## src/hdl/pci_config_scan_sequencer_top_defines.svh

```systemverilog
// ---------------------------------------------------------------------------
// PCI configuration scan sequencer - assertion macros
// Shared property wrappers for the scan sequencer checks.
// ---------------------------------------------------------------------------
`ifndef PCI_CONFIG_SCAN_SEQUENCER_TOP_DEFINES_SVH
`define PCI_CONFIG_SCAN_SEQUENCER_TOP_DEFINES_SVH

// same-cycle implication, disabled in reset
`define PCSS_ASSERT_IMPL(name, clk, rst, ante, cons, msg) \
   name: assert property (@(posedge clk) disable iff (rst) (ante) |-> (cons)) \
      else $error(msg);

// next-cycle implication, disabled in reset
`define PCSS_ASSERT_NEXT(name, clk, rst, ante, cons, msg) \
   name: assert property (@(posedge clk) disable iff (rst) (ante) |=> (cons)) \
      else $error(msg);

`endif

```

## src/hdl/pcss_pkg.sv

```systemverilog
// ---------------------------------------------------------------------------
// PCI configuration scan sequencer - package
// Types, constants and result builders shared by the scan sequencer files.
// ---------------------------------------------------------------------------
package pcss_pkg;

   localparam int NUM_BUSES = 8;
   localparam int BUS_CNT_W = (NUM_BUSES > 1) ? $clog2(NUM_BUSES) : 1;
   localparam logic [BUS_CNT_W-1:0] BUS_LAST = BUS_CNT_W'(NUM_BUSES - 1);

   localparam logic [4:0] SLOT_LAST = 5'd31;
   localparam logic [2:0] FUNC_LAST = 3'd7;

   localparam logic [7:0]  MAX_DEVICES_RESET = 8'hFF;
   localparam logic [15:0] VENDOR_NONE       = 16'hFFFF;
   // multi-function flag: bit 7 of the header-type byte of the header word
   localparam int          MULTI_FUNC_BIT    = 23;

   localparam logic [7:0] OFFSET_ID    = 8'h00;
   localparam logic [7:0] OFFSET_CLASS = 8'h08;
   localparam logic [7:0] OFFSET_HDR   = 8'h0C;

   localparam int FIFO_DEPTH = 4;
   localparam int PTR_W      = $clog2(FIFO_DEPTH);
   localparam int FILL_W     = $clog2(FIFO_DEPTH + 1);

   typedef enum logic [1:0] {
      PH_IDLE,
      PH_ID,
      PH_CLASS,
      PH_HDR
   } phase_type;

   typedef enum logic [1:0] {
      KIND_READ   = 2'd0,
      KIND_RECORD = 2'd1,
      KIND_DONE   = 2'd2
   } kind_type;

   typedef enum logic {
      REQ_START    = 1'b0,
      REQ_RESPONSE = 1'b1
   } req_kind_type;

   typedef struct packed {
      kind_type    kind;
      logic [2:0]  bus_num;
      logic [4:0]  slot_num;
      logic [2:0]  func_num;
      logic [7:0]  reg_offset;
      logic [15:0] vendor_id;
      logic [15:0] device_id;
      logic [7:0]  revision;
      logic [7:0]  prog_if;
      logic [7:0]  sub_class;
      logic [7:0]  class_code;
      logic        last;
   } rsp_item_type;

   // low three bits of the bus counter, zero-extended for narrow counters
   function automatic logic [2:0] bus_field(input logic [BUS_CNT_W-1:0] bus);
      logic [8:0] wide;
      wide = 9'(bus);
      return wide[2:0];
   endfunction

   function automatic rsp_item_type read_item(input logic [BUS_CNT_W-1:0] bus,
                                              input logic [4:0] slot,
                                              input logic [2:0] func,
                                              input logic [7:0] offset);
      rsp_item_type item;
      item            = '0;
      item.kind       = KIND_READ;
      item.bus_num    = bus_field(bus);
      item.slot_num   = slot;
      item.func_num   = func;
      item.reg_offset = offset & 8'hFC;
      return item;
   endfunction

   function automatic rsp_item_type done_item();
      rsp_item_type item;
      item      = '0;
      item.kind = KIND_DONE;
      return item;
   endfunction

endpackage

```

## src/hdl/pcss_req_if.sv

```systemverilog
// ---------------------------------------------------------------------------
// PCI configuration scan sequencer - request channel
// Valid/ready channel carrying start commands and read responses.
// ---------------------------------------------------------------------------
interface pcss_req_if;
   logic        valid;
   logic        ready;
   logic        req_type;
   logic [31:0] read_data;

   modport source (output valid, output req_type, output read_data, input ready);
   modport sink   (input valid, input req_type, input read_data, output ready);
endinterface

```

## src/hdl/pcss_rsp_if.sv

```systemverilog
// ---------------------------------------------------------------------------
// PCI configuration scan sequencer - response channel
// Valid/ready channel carrying read requests, device records and scan done.
// ---------------------------------------------------------------------------
interface pcss_rsp_if;
   logic        valid;
   logic        ready;
   logic [1:0]  kind;
   logic [2:0]  bus_num;
   logic [4:0]  slot_num;
   logic [2:0]  func_num;
   logic [7:0]  reg_offset;
   logic [15:0] vendor_id;
   logic [15:0] device_id;
   logic [7:0]  revision;
   logic [7:0]  prog_if;
   logic [7:0]  sub_class;
   logic [7:0]  class_code;
   logic        last;

   modport source (output valid, output kind, output bus_num, output slot_num,
                   output func_num, output reg_offset, output vendor_id,
                   output device_id, output revision, output prog_if,
                   output sub_class, output class_code, output last,
                   input ready);
   modport sink   (input valid, input kind, input bus_num, input slot_num,
                   input func_num, input reg_offset, input vendor_id,
                   input device_id, input revision, input prog_if,
                   input sub_class, input class_code, input last,
                   output ready);
endinterface

```

## src/hdl/pci_config_scan_sequencer_top.sv

```systemverilog
// ---------------------------------------------------------------------------
// PCI configuration scan sequencer - top level
// Brute-force bus/slot/function walk driven by configuration read responses.
// ---------------------------------------------------------------------------
// A start transaction resets the walk and issues the first ID read (or done
// if max_devices is 0); every response transaction decides the next read, a
// device record or scan done in the same cycle it is accepted, and results go
// to a four-entry result buffer that is read out one per cycle while rsp_chan
// is ready. req_chan takes one transaction per cycle while the buffer has
// room for two results; a class-word response yields two results (record plus
// next read or done). In a real system the round trip of each configuration
// read outside the block sets the scan speed. max_devices is to be written
// through csr_write_enable/csr_write_data by the user only while no scan is
// running; the block itself does not enforce this.
// ---------------------------------------------------------------------------
module pci_config_scan_sequencer_top (
   input  logic       clock,
   input  logic       reset,
   pcss_req_if.sink   req_chan,
   pcss_rsp_if.source rsp_chan,
   input  logic       csr_write_enable,
   input  logic [7:0] csr_write_data
);
   import pcss_pkg::*;

   `include "pci_config_scan_sequencer_top_defines.svh"

   phase_type              phase_ff, phase_in;
   logic [BUS_CNT_W-1:0]   bus_ff, bus_in;
   logic [4:0]             slot_ff, slot_in;
   logic [2:0]             func_ff, func_in;
   logic [31:0]            held_ff, held_in;
   logic [7:0]             found_ff, found_in;
   logic [7:0]             max_devices_ff;

   rsp_item_type           fifo_ff [FIFO_DEPTH];
   logic [PTR_W-1:0]       wr_ptr_ff, rd_ptr_ff;
   logic [FILL_W-1:0]      fill_ff;

   logic                   req_accept, rsp_pop;
   logic [1:0]             push_cnt;
   rsp_item_type           item0, item1;

   logic [7:0]             found_inc, limit_cnt;
   logic                   limit_hit, adv_skip, adv_wrap;
   logic [BUS_CNT_W-1:0]   adv_bus;
   logic [4:0]             adv_slot;
   logic [2:0]             adv_func;
   rsp_item_type           adv_item;
   phase_type              adv_phase;

   assign req_chan.ready = (fill_ff <= FILL_W'(FIFO_DEPTH - 2));
   assign req_accept     = req_chan.valid && req_chan.ready;
   assign rsp_pop        = rsp_chan.valid && rsp_chan.ready;

   // next position and the result of moving there
   always_comb begin
      found_inc = found_ff + 8'd1;
      limit_cnt = (phase_ff == PH_CLASS) ? found_inc : found_ff;
      limit_hit = (limit_cnt >= max_devices_ff);

      unique case (phase_ff)
         PH_ID:   adv_skip = (func_ff == 3'd0);
         PH_HDR:  adv_skip = !req_chan.read_data[MULTI_FUNC_BIT];
         default: adv_skip = 1'b0;
      endcase

      adv_bus  = bus_ff;
      adv_slot = slot_ff;
      adv_func = func_ff;
      adv_wrap = 1'b0;
      if (!adv_skip && func_ff != FUNC_LAST) begin
         adv_func = func_ff + 3'd1;
      end else begin
         adv_func = 3'd0;
         adv_slot = slot_ff + 5'd1;
         if (slot_ff == SLOT_LAST) begin
            if (bus_ff == BUS_LAST) begin
               adv_bus  = '0;
               adv_wrap = 1'b1;
            end else begin
               adv_bus = bus_ff + BUS_CNT_W'(1);
            end
         end
      end

      if (adv_wrap || limit_hit) begin
         adv_item  = done_item();
         adv_phase = PH_IDLE;
      end else begin
         adv_item  = read_item(adv_bus, adv_slot, adv_func, OFFSET_ID);
         adv_phase = PH_ID;
      end
   end

   // next state and results of the accepted transaction
   always_comb begin
      phase_in = phase_ff;
      bus_in   = bus_ff;
      slot_in  = slot_ff;
      func_in  = func_ff;
      held_in  = held_ff;
      found_in = found_ff;
      item0    = done_item();
      item1    = done_item();
      push_cnt = 2'd0;

      if (req_accept) begin
         if (req_chan.req_type == REQ_START) begin
            bus_in   = '0;
            slot_in  = 5'd0;
            func_in  = 3'd0;
            held_in  = 32'd0;
            found_in = 8'd0;
            push_cnt = 2'd1;
            if (max_devices_ff == 8'd0) begin
               phase_in = PH_IDLE;
            end else begin
               item0    = read_item('0, 5'd0, 3'd0, OFFSET_ID);
               phase_in = PH_ID;
            end
         end else begin
            unique case (phase_ff)
               PH_IDLE: begin
                  // stray response: drop
               end
               PH_ID: begin
                  push_cnt = 2'd1;
                  if (req_chan.read_data[15:0] == VENDOR_NONE) begin
                     bus_in   = adv_bus;
                     slot_in  = adv_slot;
                     func_in  = adv_func;
                     item0    = adv_item;
                     phase_in = adv_phase;
                  end else begin
                     held_in  = req_chan.read_data;
                     item0    = read_item(bus_ff, slot_ff, func_ff, OFFSET_CLASS);
                     phase_in = PH_CLASS;
                  end
               end
               PH_CLASS: begin
                  push_cnt         = 2'd2;
                  found_in         = found_inc;
                  item0            = '0;
                  item0.kind       = KIND_RECORD;
                  item0.bus_num    = bus_field(bus_ff);
                  item0.slot_num   = slot_ff;
                  item0.func_num   = func_ff;
                  item0.vendor_id  = held_ff[15:0];
                  item0.device_id  = held_ff[31:16];
                  item0.revision   = req_chan.read_data[7:0];
                  item0.prog_if    = req_chan.read_data[15:8];
                  item0.sub_class  = req_chan.read_data[23:16];
                  item0.class_code = req_chan.read_data[31:24];
                  if (func_ff == 3'd0) begin
                     item1    = read_item(bus_ff, slot_ff, 3'd0, OFFSET_HDR);
                     phase_in = PH_HDR;
                  end else if (limit_hit) begin
                     phase_in = PH_IDLE;
                  end else begin
                     bus_in   = adv_bus;
                     slot_in  = adv_slot;
                     func_in  = adv_func;
                     item1    = adv_item;
                     phase_in = adv_phase;
                  end
               end
               PH_HDR: begin
                  push_cnt = 2'd1;
                  if (limit_hit) begin
                     phase_in = PH_IDLE;
                  end else begin
                     bus_in   = adv_bus;
                     slot_in  = adv_slot;
                     func_in  = adv_func;
                     item0    = adv_item;
                     phase_in = adv_phase;
                  end
               end
               default: begin
               end
            endcase
         end
      end

      if (push_cnt == 2'd2) begin
         item1.last = 1'b1;
      end else begin
         item0.last = 1'b1;
      end
   end

   always_ff @(posedge clock) begin
      if (reset) begin
         phase_ff       <= PH_IDLE;
         bus_ff         <= '0;
         slot_ff        <= 5'd0;
         func_ff        <= 3'd0;
         held_ff        <= 32'd0;
         found_ff       <= 8'd0;
         max_devices_ff <= MAX_DEVICES_RESET;
      end else begin
         phase_ff <= phase_in;
         bus_ff   <= bus_in;
         slot_ff  <= slot_in;
         func_ff  <= func_in;
         held_ff  <= held_in;
         found_ff <= found_in;
         if (csr_write_enable) begin
            max_devices_ff <= csr_write_data;
         end
      end
   end

   // result buffer
   always_ff @(posedge clock) begin
      if (push_cnt != 2'd0) begin
         fifo_ff[wr_ptr_ff] <= item0;
      end
      if (push_cnt == 2'd2) begin
         fifo_ff[PTR_W'(wr_ptr_ff + PTR_W'(1))] <= item1;
      end
   end

   always_ff @(posedge clock) begin
      if (reset) begin
         wr_ptr_ff <= '0;
         rd_ptr_ff <= '0;
         fill_ff   <= '0;
      end else begin
         wr_ptr_ff <= PTR_W'(wr_ptr_ff + PTR_W'(push_cnt));
         rd_ptr_ff <= PTR_W'(rd_ptr_ff + PTR_W'(rsp_pop));
         fill_ff   <= FILL_W'(fill_ff + FILL_W'(push_cnt) - FILL_W'(rsp_pop));
      end
   end

   assign rsp_chan.valid      = (fill_ff != '0);
   assign rsp_chan.kind       = fifo_ff[rd_ptr_ff].kind;
   assign rsp_chan.bus_num    = fifo_ff[rd_ptr_ff].bus_num;
   assign rsp_chan.slot_num   = fifo_ff[rd_ptr_ff].slot_num;
   assign rsp_chan.func_num   = fifo_ff[rd_ptr_ff].func_num;
   assign rsp_chan.reg_offset = fifo_ff[rd_ptr_ff].reg_offset;
   assign rsp_chan.vendor_id  = fifo_ff[rd_ptr_ff].vendor_id;
   assign rsp_chan.device_id  = fifo_ff[rd_ptr_ff].device_id;
   assign rsp_chan.revision   = fifo_ff[rd_ptr_ff].revision;
   assign rsp_chan.prog_if    = fifo_ff[rd_ptr_ff].prog_if;
   assign rsp_chan.sub_class  = fifo_ff[rd_ptr_ff].sub_class;
   assign rsp_chan.class_code = fifo_ff[rd_ptr_ff].class_code;
   assign rsp_chan.last       = fifo_ff[rd_ptr_ff].last;

   `PCSS_ASSERT_IMPL(a_fill_bound, clock, reset, 1'b1, fill_ff <= FILL_W'(FIFO_DEPTH), "result buffer overflow")
   `PCSS_ASSERT_IMPL(a_idle_drop, clock, reset, req_accept && req_chan.req_type == REQ_RESPONSE && phase_ff == PH_IDLE, push_cnt == 2'd0, "response while idle produced results")
   `PCSS_ASSERT_NEXT(a_class_two, clock, reset, req_accept && req_chan.req_type == REQ_RESPONSE && phase_ff == PH_CLASS, fill_ff >= FILL_W'(2), "class response did not queue record and follow-up")
   `PCSS_ASSERT_IMPL(a_done_clean, clock, reset, rsp_chan.valid && rsp_chan.kind == KIND_DONE, rsp_chan.bus_num == 3'd0 && rsp_chan.slot_num == 5'd0 && rsp_chan.vendor_id == 16'd0, "scan done carries position data")

endmodule

```

## src/flat_wrapper.sv

```systemverilog
// flat-port wrapper written by rule: the top's interface ports become plain ports
module pci_config_scan_sequencer_top_flat import pcss_pkg::*;
  (clock, reset, csr_write_enable, csr_write_data, req_chan_valid, req_chan_req_type, req_chan_read_data, req_chan_ready, rsp_chan_valid, rsp_chan_kind, rsp_chan_bus_num, rsp_chan_slot_num, rsp_chan_func_num, rsp_chan_reg_offset, rsp_chan_vendor_id, rsp_chan_device_id, rsp_chan_revision, rsp_chan_prog_if, rsp_chan_sub_class, rsp_chan_class_code, rsp_chan_last, rsp_chan_ready);
  pcss_req_if req_chan_i ();
  pcss_rsp_if rsp_chan_i ();
  input  logic clock;
  input  logic reset;
  input  logic csr_write_enable;
  input  logic [7:0] csr_write_data;
  input wire logic [$bits(req_chan_i.valid)-1:0] req_chan_valid;
  input wire logic [$bits(req_chan_i.req_type)-1:0] req_chan_req_type;
  input wire logic [$bits(req_chan_i.read_data)-1:0] req_chan_read_data;
  output wire logic [$bits(req_chan_i.ready)-1:0] req_chan_ready;
  output wire logic [$bits(rsp_chan_i.valid)-1:0] rsp_chan_valid;
  output wire logic [$bits(rsp_chan_i.kind)-1:0] rsp_chan_kind;
  output wire logic [$bits(rsp_chan_i.bus_num)-1:0] rsp_chan_bus_num;
  output wire logic [$bits(rsp_chan_i.slot_num)-1:0] rsp_chan_slot_num;
  output wire logic [$bits(rsp_chan_i.func_num)-1:0] rsp_chan_func_num;
  output wire logic [$bits(rsp_chan_i.reg_offset)-1:0] rsp_chan_reg_offset;
  output wire logic [$bits(rsp_chan_i.vendor_id)-1:0] rsp_chan_vendor_id;
  output wire logic [$bits(rsp_chan_i.device_id)-1:0] rsp_chan_device_id;
  output wire logic [$bits(rsp_chan_i.revision)-1:0] rsp_chan_revision;
  output wire logic [$bits(rsp_chan_i.prog_if)-1:0] rsp_chan_prog_if;
  output wire logic [$bits(rsp_chan_i.sub_class)-1:0] rsp_chan_sub_class;
  output wire logic [$bits(rsp_chan_i.class_code)-1:0] rsp_chan_class_code;
  output wire logic [$bits(rsp_chan_i.last)-1:0] rsp_chan_last;
  input wire logic [$bits(rsp_chan_i.ready)-1:0] rsp_chan_ready;
  assign req_chan_i.valid = req_chan_valid;
  assign req_chan_i.req_type = req_chan_req_type;
  assign req_chan_i.read_data = req_chan_read_data;
  assign req_chan_ready = req_chan_i.ready;
  assign rsp_chan_valid = rsp_chan_i.valid;
  assign rsp_chan_kind = rsp_chan_i.kind;
  assign rsp_chan_bus_num = rsp_chan_i.bus_num;
  assign rsp_chan_slot_num = rsp_chan_i.slot_num;
  assign rsp_chan_func_num = rsp_chan_i.func_num;
  assign rsp_chan_reg_offset = rsp_chan_i.reg_offset;
  assign rsp_chan_vendor_id = rsp_chan_i.vendor_id;
  assign rsp_chan_device_id = rsp_chan_i.device_id;
  assign rsp_chan_revision = rsp_chan_i.revision;
  assign rsp_chan_prog_if = rsp_chan_i.prog_if;
  assign rsp_chan_sub_class = rsp_chan_i.sub_class;
  assign rsp_chan_class_code = rsp_chan_i.class_code;
  assign rsp_chan_last = rsp_chan_i.last;
  assign rsp_chan_i.ready = rsp_chan_ready;
  pci_config_scan_sequencer_top u_core (.clock(clock), .reset(reset), .req_chan(req_chan_i), .rsp_chan(rsp_chan_i), .csr_write_enable(csr_write_enable), .csr_write_data(csr_write_data));
endmodule
```

## config.mk

```make
export PLATFORM = sky130hd
export DESIGN_NAME = pci_config_scan_sequencer_top_flat
export DESIGN_NICKNAME = d
export VERILOG_FILES = /design/src/hdl/pcss_pkg.sv /design/src/hdl/pcss_req_if.sv /design/src/hdl/pcss_rsp_if.sv /design/src/hdl/pci_config_scan_sequencer_top.sv /design/src/flat_wrapper.sv
export VERILOG_INCLUDE_DIRS = /design/src /design/src/hdl
export SDC_FILE = /design/constraint.sdc
export NUM_CORES = 1
export LEC_CHECK = 0
export ABC_AREA = 0
export ABC_CLOCK_PERIOD_IN_PS = 5800
export BUFFER_PORTS_ARGS = -buffer_cell sky130_fd_sc_hd__buf_2
export CAP_MARGIN = 20
export CORE_ASPECT_RATIO = 2
export CORE_MARGIN = 2
export CORE_UTILIZATION = 50
export CTS_BUF_LIST = sky130_fd_sc_hd__clkbuf_8
export CTS_CLUSTER_SIZE = 25
export DETAILED_ROUTE_END_ITERATION = 6
export PLACE_DENSITY_LB_ADDON = 0.1
export SYNTH_ARGS = -nofsm -noshare
export SYNTH_HDL_FRONTEND = slang
export SYNTH_SLANG_ARGS = --single-unit
```

## constraint.sdc

```tcl
create_clock -name clock -period 5.8 [get_ports clock]
set_clock_uncertainty 0.2 [all_clocks]
set_input_delay 1.74 -clock clock [delete_from_list [all_inputs] [get_ports clock]]
set_output_delay 1.74 -clock clock [all_outputs]
set_load 0.005 [all_outputs]
```

==> results of run 1 <==
[power breakdown]
group / switching (mW) / leakage (nW) / internal (mW)
clock network: 1.04 / 0.655 / 1.20
registers: 0.168 / 3.17 / 2.83
logic: 0.520 / 3.17 / 0.425
total: 1.72 / 6.99 / 4.46
[flip-flops by register name (all words and copies together) (netlist names)]
name and cells:
u_core.bus_ff 3, u_core.fifo_ff 320, u_core.fill_ff 3, u_core.found_ff 8, u_core.func_ff 3, u_core.held_ff 32
u_core.max_devices_ff 8, u_core.phase_ff 2, u_core.rd_ptr_ff 2, u_core.slot_ff 5, u_core.wr_ptr_ff 2
[worst min path at each step]
stage / from / end / cells past startpoint
2_1_floorplan: u_core.fifo_ff[2][84] / u_core.fifo_ff[2][84] / 2
5_1_grt: u_core.fifo_ff[2][84] / u_core.fifo_ff[2][84] / 2
3_3_place_gp: u_core.fifo_ff[2][84] / u_core.fifo_ff[2][84] / 2
3_5_place_dp: u_core.fifo_ff[0][84] / u_core.fifo_ff[0][84] / 2
6_report: u_core.fifo_ff[2][84] / u_core.fifo_ff[2][84] / 2
4_1_cts: u_core.fifo_ff[2][84] / u_core.fifo_ff[2][84] / 2
[metrics by stage]
step	power [mW]	setup WS [ns]	instances	hold slack, ns
3_3_place_gp	4.01	1.10	1792	0.231
3_5_place_dp	4.01	1.14	1792	0.234
6_report	6.18	1.20	1894	0.245
4_1_cts	6.25	1.08	1889	0.249
5_1_grt	6.42	1.02	1892	0.264
2_1_floorplan	3.66	2.00	1336	0.218
[cell families after synthesis]
group	Yosys count
AO/OA/AOI/OAI	441
XOR/XNOR	13
adder cells (fa/ha/maj)	22
buffers and inverters	136
flip-flops	388
multiplexers	83
other	1
AND/OR/NAND/NOR	247
[routing by layer]
| metal | vias to the layer above | global-route usage (%) |
|---|---|---|
| met4 | 2 | 14.4 |
| li1 | 5343 | - |
| met5 | - | 0 |
| met3 | 126 | 3.97 |
| met1 | 5959 | 31.1 |
| met2 | 444 | 50.4 |
[cells in the mapped netlist (3+ instances only)]
cell / instances / area (um^2)
buf_6: 5 / 56.3
or3_1: 3 / 18.8
a22o_1: 247 / 2160
and2_1: 5 / 31.3
inv_1: 22 / 82.6
xor2_1: 3 / 26.3
o211ai_1: 10 / 75.1
o31ai_1: 6 / 45.0
nand2b_1: 37 / 231
o2bb2ai_1: 5 / 43.8
nand2_1: 66 / 248
dfxtp_1: 328 / 6570
nor2b_1: 8 / 50.1
edfxtp_1: 60 / 1800
nand4_1: 8 / 50.1
o22ai_1: 24 / 150
and3_1: 3 / 18.8
nor3_1: 13 / 65.1
ha_1: 21 / 263
a31oi_1: 4 / 25.0
nand3_1: 40 / 200
buf_2: 60 / 300
a21oi_1: 53 / 265
or2_2: 3 / 18.8
nor2_1: 45 / 169
buf_1: 3 / 11.3
clkbuf_1: 37 / 139
xnor2_1: 10 / 87.6
and4_2: 3 / 30.0
buf_4: 8 / 60.1
a21oi_2: 6 / 52.6
a32o_1: 8 / 80.1
o21ai_0: 18 / 90.1
a22oi_1: 13 / 97.6
o21bai_1: 7 / 52.6
nor2_2: 3 / 18.8
a21o_1: 16 / 120
mux4_2: 80 / 1800
[final cells by class]
cell class	count	area (um^2)
Fill cell	2759	13500
Sequential cell	388	8380
Multi-Input combinational cell	812	7090
Clock buffer	76	1050
Timing Repair Buffer	147	811
Tap cell	423	529
Clock inverter	21	115
Inverter	23	86.3
Antenna cell	4	10.0
[worst max-delay path: stages, from the launching register on]
cell and delay [ns]:
dfxtp_4 0.85, buf_4 0.45, mux4_2 0.59, buf_2 0.15
==> flow_metrics.py, run 1 <==
metrics = {
    "outcome": {
        "status": "complete, no violations",
    },
    "placement": {
        "gp_congestion": 0.991,
        "io_buffers": 127,
        "placed_area_mm2": 0.0169,
        "dpl.hpwl_um": 29800,
    },
    "layout": {
        "syn_to_final_growth_pct": 12.7,
        "drive_above_1_share_pct": 23.4,
        "mostFrequentLayoutCells": "dfxtp_1 (326), a22o_1 (247), buf_2 (127)",
        "nets": 1495,
        "fin_area_mm2": 0.0181,
        "fin_util_pct": 57.3,
        "final_common_cell": "dfxtp_1",
    },
    "clock_tree": {
        "cts-resized-gates": 0,
        "path_clk_slew_ns": 0.06,
        "clk-insertion-delay-late_ns": 0.61,
        "h-tree-depth": 2,
        "cts_hold_buffers": 0,
        "cts_tree": "done",
        "cts-root-buf": "clkbuf_8",
        "cts_made_buffers": 55,
        "clock-sinks": 388,
        "cts_setup_buffers": 0,
        "clockBufferDepth": 3,
    },
    "route": {
        "wirelength_um": 47100,
        "via_count": 11874,
        "routed.top_layer": "met5",
        "wire_per_inst_um": 24.8,
        "wl_met1_um": 17100,
        "route.met2.wl_um": 25200,
        "ant_nets": 0,
        "drc": 0,
        "drt_iter0_markers": 803,
        "wl_met3_um": 2400,
        "firstDrtPassIters": 7,
        "viasPerCell": 6.27,
    },
    "synth": {
        "synth_compound_area_share_pct": 22.1,
        "ys_ff_latch": 388,
        "avgSynthCellArea_um2": 12.0,
        "yosysWarningCount": 0,
        "async_reset_ff_share_pct": 0,
        "synth.mux.area_fraction_pct": 11.4,
        "synth-simple-area-share_pct": 7.71,
        "syn_area_mm2": 0.0160,
        "ys_seq_area_share_pct": 52.2,
        "synth_cell_types": 69,
        "synth_top_family_by_area": "compound AO/OA/AOI/OAI gates",
        "synth_xor_area_share_pct": 0.710,
        "synth_edf_count": 60,
        "synthFlopType": "dfxtp_1",
        "synth_cells": 1331,
        "synth_adder_area_share_pct": 1.76,
    },
    "die": {
        "die-area_mm2": 0.0336,
        "std_cell_rows": 92,
        "die_y_um": 257,
        "die_w_um": 131,
        "start_util_pct": 50.8,
        "io_pins": 134,
        "core-area_mm2": 0.0315,
    },
    "timing": {
        "max_freq_ghz": 0.217,
        "finalCriticalPeriod_ns": 4.60,
        "finalMaxSlewViolations": 0,
        "worst_slew_pin_slew_ns": 1.03,
        "hold_violations": 0,
        "relSlewSlack_pct": 31.2,
        "setup_tns_ns": 0,
        "rsz0062_at_grt": "false",
        "setup_violations": 0,
        "finalCritPeriodShare_pct": 79.4,
    },
    "flow_run": {
        "drv_cap": 0,
    },
    "power_and_ir_drop": {
        "leakagePower_nw": 6.99,
        "ir_drop_v": 0.000240,
        "powerDensity_mw_per_mm2": 342,
    },
    "global_routing": {
        "track_usage_pct": 27.9,
        "grt_max_degree": 74,
        "grt_pass1_wl_um": 71000,
        "grt_remaining_overflow": 0,
        "antenna_found_initial": 5,
        "grt_pass1_vias": 12049,
    },
    "worst_setup_path": {
        "r2r_cells": 12,
        "r2r_end": "u_core.fifo_ff[3][81]",
        "worstPathRequired_ns": 3.86,
        "end_kind": "output pin",
        "crit_path_max_fanout": 35,
        "critical_path_class": "reg2out",
        "r2r_start": "u_core.phase_ff[1]",
        "r2r_setup_slack_ns": 1.63,
        "arrival_ns": 2.66,
        "startpoint_type": "flip-flop",
        "startpoint": "u_core.rd_ptr_ff[0]",
        "critPathCapture": "rsp_chan_prog_if[2]",
    },
    "min_path": {
        "hp-class": "reg2reg",
    },
}
Note: power is estimated with default switching activity, not from simulation.
==> run 2: changes to the inputs <==
- ABC_CLOCK_PERIOD_IN_PS: 5800 -> 4400
- clock period: 5.8 -> 4.4 ns (I/O delays scaled with it)
==> run 2 against run 1 <==
Cell count grew 1.1%. Via count grew 0.70%. Core utilization grew 0.45 points. Wire length grew 1.3%. Combinational power grew 44%. Register-to-register slack lost 0.90 ns. Worst setup slack lost 0.65 ns.
==> flow_metrics.py, run 2 (synthesized netlist as in run 1, its figures left out) <==
metrics = {
    "layout": {
        "multi_input_area_mm2": 0.00709,
        "mostFrequentLayoutCells": "dfxtp_1 (326), a22o_1 (247), buf_2 (127)",
        "reg_top3": "u_core.fifo_ff x320, u_core.held_ff x32",
        "fin_area_mm2": 0.0182,
        "largest_reg_flops": 320,
        "nets": 1513,
        "drive_above_1_share_pct": 23.9,
        "syn_to_final_growth_pct": 13.6,
        "top_register": "u_core.fifo_ff",
        "final_common_cell": "dfxtp_1",
        "nFillCells": 2761,
        "seq_area_mm2": 0.00838,
    },
    "route": {
        "firstDrtPassIters": 5,
        "via_count": 11957,
        "wirelength_um": 47700,
        "viasPerCell": 6.24,
        "drt_iter0_markers": 732,
        "wire_per_inst_um": 24.9,
        "ant_nets": 0,
        "drc": 0,
    },
    "flow_run": {
        "drv_cap": 0,
    },
    "die": {
        "std_cell_rows": 92,
        "io_pins": 134,
        "start_util_pct": 50.8,
        "die_y_um": 257,
        "die_w_um": 131,
        "die-area_mm2": 0.0336,
        "core-area_mm2": 0.0315,
    },
    "timing": {
        "worst_slew_pin_slew_ns": 0.957,
        "hold_violations": 0,
        "finalMaxSlewViolations": 0,
        "finalCriticalPeriod_ns": 3.85,
        "setup_tns_ns": 0,
        "setup_violations": 0,
        "max_freq_ghz": 0.260,
        "rsz0062_at_grt": "false",
        "relSlewSlack_pct": 36.0,
        "finalCritPeriodShare_pct": 87.5,
    },
    "clock_tree": {
        "cts_hold_buffers": 0,
        "cts-resized-gates": 0,
        "cts_setup_buffers": 0,
        "cts-root-buf": "clkbuf_8",
        "h-tree-depth": 2,
        "clock-sinks": 388,
        "cts_tree": "done",
        "clockBufferDepth": 3,
        "path_clk_slew_ns": 0.07,
        "clk-insertion-delay-late_ns": 0.63,
        "cts_made_buffers": 54,
    },
    "worst_setup_path": {
        "startpoint_type": "flip-flop",
        "arrival_ns": 2.33,
        "worstPathRequired_ns": 2.88,
        "critical_path_class": "reg2out",
        "end_kind": "output pin",
        "crit_chain": "buf_12 -> mux4_2 -> buf_2",
        "crit_slowest_cell": "mux4_2",
        "worst-path-buf-inv": 2,
        "crit_path_max_fanout": 33,
        "worst_path_largest_cell_delay_ns": 0.60,
        "cpLargestDelayFamily": "multiplexers",
    },
    "global_routing": {
        "met1_usage_pct": 31.9,
        "grt_pass1_vias": 12145,
        "grt_pass1_wl_um": 72200,
        "grtUsageMet3_pct": 3.85,
        "grt_max_degree": 74,
        "globalRouteMet2Util_pct": 50.6,
        "top_usage_layer": "met2",
        "track_usage_pct": 28.4,
        "grt_remaining_overflow": 0,
        "antenna_found_initial": 5,
    },
    "min_path": {
        "hp-class": "reg2reg",
    },
    "power_and_ir_drop": {
        "leakagePower_nw": 7.10,
        "ir_drop_v": 0.000295,
        "powerDensity_mw_per_mm2": 444,
    },
    "placement": {
        "placed_area_mm2": 0.0171,
        "io_buffers": 127,
        "dpl.hpwl_um": 31100,
        "gp_congestion": 0.936,
    },
    "outcome": {
        "status": "complete, no violations",
    },
}
-- run 2: cell types whose count changed in the layout (fill, tap and decap cells not counted) --
cell        before  now
clkinv_1         0    2
clkinv_2         5    6
buf_4           18   32
buf_12           2    7
inv_6            0    2
clkinvlp_4       1    0
clkinv_8         0    1
inv_1           36   42
clkbuf_8        76   67
-- run 2: cell type report --
cell class,count,area share [%]
clock buffer,67,5.07
tap,423,2.91
sequential,388,46.0
antenna,4,0.0550
inverter,23,0.474
timing repair buffer,166,5.58
multi-input combinational,812,38.9
clock inverter,32,0.969
-- run 2: worst reg2reg max path, stage by stage, from the launching register on --
cell and delay, ns:
dfxtp_1 0.32, nor2b_1 0.18, nand4_1 0.24, nor3_1 0.41, xor2_1 0.14, ha_1 0.34, nand2_1 0.06, o21ai_0 0.43
a31oi_1 0.09, buf_4 0.21, a31o_2 0.24, a32oi_1 0.40, o22ai_1 0.18
-- run 2: worst paths after layout --
path,from,endpoint,slack [ns],depth (start not counted)
worst max register to register,u_core.phase_ff[1],u_core.fifo_ff[3][81],0.73,12
worst min-delay path,u_core.fifo_ff[0][84],u_core.fifo_ff[0][84],0.25,2
worst max-delay path,u_core.rd_ptr_ff[0],rsp_chan_class_code[1],0.55,3
worst min register to register,u_core.fifo_ff[0][84],u_core.fifo_ff[0][84],0.25,2
-- run 2: power breakdown --
| part | internal, mW | switching [mW] | total [mW] | leakage (nW) |
|---|---|---|---|---|
| sequential | 3.73 | 0.149 | 3.88 | 3.17 |
| clock | 1.44 | 1.40 | 2.83 | 0.645 |
| combinational | 0.590 | 0.766 | 1.36 | 3.28 |
-- run 2: metal layers --
| layer | vias up | wire [um] | share of wire, % |
|---|---|---|---|
| met5 | - | 13 | 0.027 |
| met4 | 2 | 2810 | 5.9 |
| met3 | 135 | 2270 | 4.8 |
| met2 | 434 | 25300 | 53 |
| met1 | 6012 | 17300 | 36 |
| li1 | 5374 | - | - |
-- run 2: stage by stage --
stage          util [%]  worst slack [ns]  cells  total power [mW]  hold slack, ns
2_1_floorplan         -              1.02   1336              4.82           0.218
3_3_place_gp       54.2             0.702   1812              5.32           0.229
3_5_place_dp       54.2             0.708   1812              5.34           0.237
4_1_cts            57.7             0.469   1911              8.16           0.255
5_1_grt            57.7             0.441   1914              8.39           0.278
6_report           57.7             0.551   1915              8.07           0.255
==> run 3: changes to the inputs <==
- MAX_ROUTING_LAYER: default -> met4
==> run 3 against run 2 <==
Critical path depth unchanged. Worst setup slack improved by 0.0026 ns. Hold slack about the same. Fmax about the same. Power barely moved. Sequential power hardly changed. Cell count hardly changed. Sequential share of layout area is essentially flat. Core utilization is essentially flat. Combinational power hardly changed.
==> flow_metrics.py, run 3 (synthesized netlist as in run 1, its figures left out) <==
metrics = {
    "outcome": {
        "status": "complete, no violations",
    },
    "clock_tree": {
        "path_clk_slew_ns": 0.06,
        "cts_setup_buffers": 0,
        "cts_made_buffers": 54,
        "h-tree-depth": 2,
        "cts_hold_buffers": 0,
        "cts_tree": "done",
        "cts-resized-gates": 0,
        "clk-insertion-delay-late_ns": 0.63,
        "clockBufferDepth": 3,
        "cts-root-buf": "clkbuf_8",
        "clock-sinks": 388,
    },
    "timing": {
        "rsz0062_at_grt": "false",
        "finalCriticalPeriod_ns": 3.85,
        "hold_violations": 0,
        "setup_tns_ns": 0,
        "setup_violations": 0,
        "finalMaxSlewViolations": 0,
        "max_freq_ghz": 0.260,
        "relSlewSlack_pct": 36.0,
        "worst_slew_pin_slew_ns": 0.957,
        "finalCritPeriodShare_pct": 87.4,
    },
    "route": {
        "ant_nets": 0,
        "viasPerCell": 6.26,
        "wire_per_inst_um": 24.9,
        "firstDrtPassIters": 5,
        "via_count": 12001,
        "drt_iter0_markers": 675,
        "wirelength_um": 47700,
        "drc": 0,
    },
    "die": {
        "io_pins": 134,
        "start_util_pct": 50.8,
        "die_w_um": 131,
        "std_cell_rows": 92,
        "die-area_mm2": 0.0336,
        "core-area_mm2": 0.0315,
        "die_y_um": 257,
    },
    "worst_setup_path": {
        "r2r_cells": 12,
        "r2r_setup_slack_ns": 0.73,
        "end_kind": "output pin",
        "crit_path_max_fanout": 33,
        "r2r_start": "u_core.phase_ff[1]",
        "r2r_end": "u_core.fifo_ff[3][81]",
        "critical_path_class": "reg2out",
        "worstPathRequired_ns": 2.88,
        "arrival_ns": 2.33,
        "startpoint_type": "flip-flop",
    },
    "layout": {
        "top_register": "u_core.fifo_ff",
        "drive_above_1_share_pct": 23.9,
        "final_common_cell": "dfxtp_1",
        "syn_to_final_growth_pct": 13.6,
        "nets": 1513,
        "reg_top3": "u_core.fifo_ff x320, u_core.held_ff x32",
        "mostFrequentLayoutCells": "dfxtp_1 (326), a22o_1 (247), buf_2 (127)",
        "largest_reg_flops": 320,
    },
    "global_routing": {
        "track_usage_pct": 29.3,
        "grt_remaining_overflow": 0,
        "grt_pass1_vias": 12124,
        "antenna_found_initial": 5,
        "grt_pass1_wl_um": 72300,
        "grt_max_degree": 74,
    },
    "placement": {
        "io_buffers": 127,
        "gp_congestion": 0.953,
        "dpl.hpwl_um": 31100,
    },
    "power_and_ir_drop": {
        "p_total_mw": 8.08,
        "powerDensity_mw_per_mm2": 444,
        "leakagePower_nw": 7.10,
        "ir_drop_v": 0.000300,
    },
    "min_path": {
        "worstHoldStart": "u_core.fifo_ff[0][84]",
        "holdPathStages": 2,
        "hp-class": "reg2reg",
        "hold_end": "u_core.fifo_ff[0][84]",
    },
    "flow_run": {
        "drv_cap": 0,
    },
}
[run 3: cell types whose count changed in the layout (fill, tap and decap cells not counted)]
cell	change
diode_2	+1
[run 3: where the power goes]
part	leakage [nW]	internal (mW)	switching [mW]
combinational	3.28	0.590	0.766
clock	0.645	1.44	1.40
sequential	3.17	3.73	0.150
[run 3: per-layer routing]
metal  vias to the layer above  part of all wire, %  track usage [%]
li1                       5378                    -                -
met1                      6023                   36             32.1
met2                       460                   53             50.4
met3                       140                  5.3             3.85
met4                         0                  5.8             16.0
met5                         -                    0                -
[run 3: final cells by class]
class	instances	area, um^2
Clock buffer	67	922
Multi-Input combinational cell	812	7090
Timing Repair Buffer	166	1020
Antenna cell	5	12.5
Fill cell	2760	13300
Inverter	23	86.3
Sequential cell	388	8380
Tap cell	423	529
Clock inverter	32	176
[run 3: how the worst max path moves through the flow]
stage / from / to / slack (ns)
2_1_floorplan: req_chan_valid / u_core.fifo_ff[2][0] / 1.02
3_3_place_gp: req_chan_req_type / u_core.fifo_ff[0][83] / 0.70
3_5_place_dp: req_chan_req_type / u_core.fifo_ff[2][79] / 0.71
4_1_cts: u_core.rd_ptr_ff[0] / rsp_chan_prog_if[2] / 0.47
5_1_grt: u_core.rd_ptr_ff[0] / rsp_chan_class_code[1] / 0.44
6_report: u_core.rd_ptr_ff[0] / rsp_chan_class_code[1] / 0.55
[run 3: stage by stage]
stage	cells	worst slack (ns)	hold WS, ns	instance area, um^2	utilization (%)
2_1_floorplan	1336	1.02	0.218	16000	-
3_3_place_gp	1812	0.702	0.229	17100	54.2
3_5_place_dp	1812	0.708	0.237	17100	54.2
4_1_cts	1911	0.469	0.255	18200	57.7
5_1_grt	1916	0.439	0.278	18200	57.7
6_report	1916	0.554	0.255	18200	57.7
[run 3: critical path, stage by stage, from the launching register on]
cell	delay [ns]
dfxtp_4	0.59
buf_12	0.31
mux4_2	0.60
buf_2	0.15
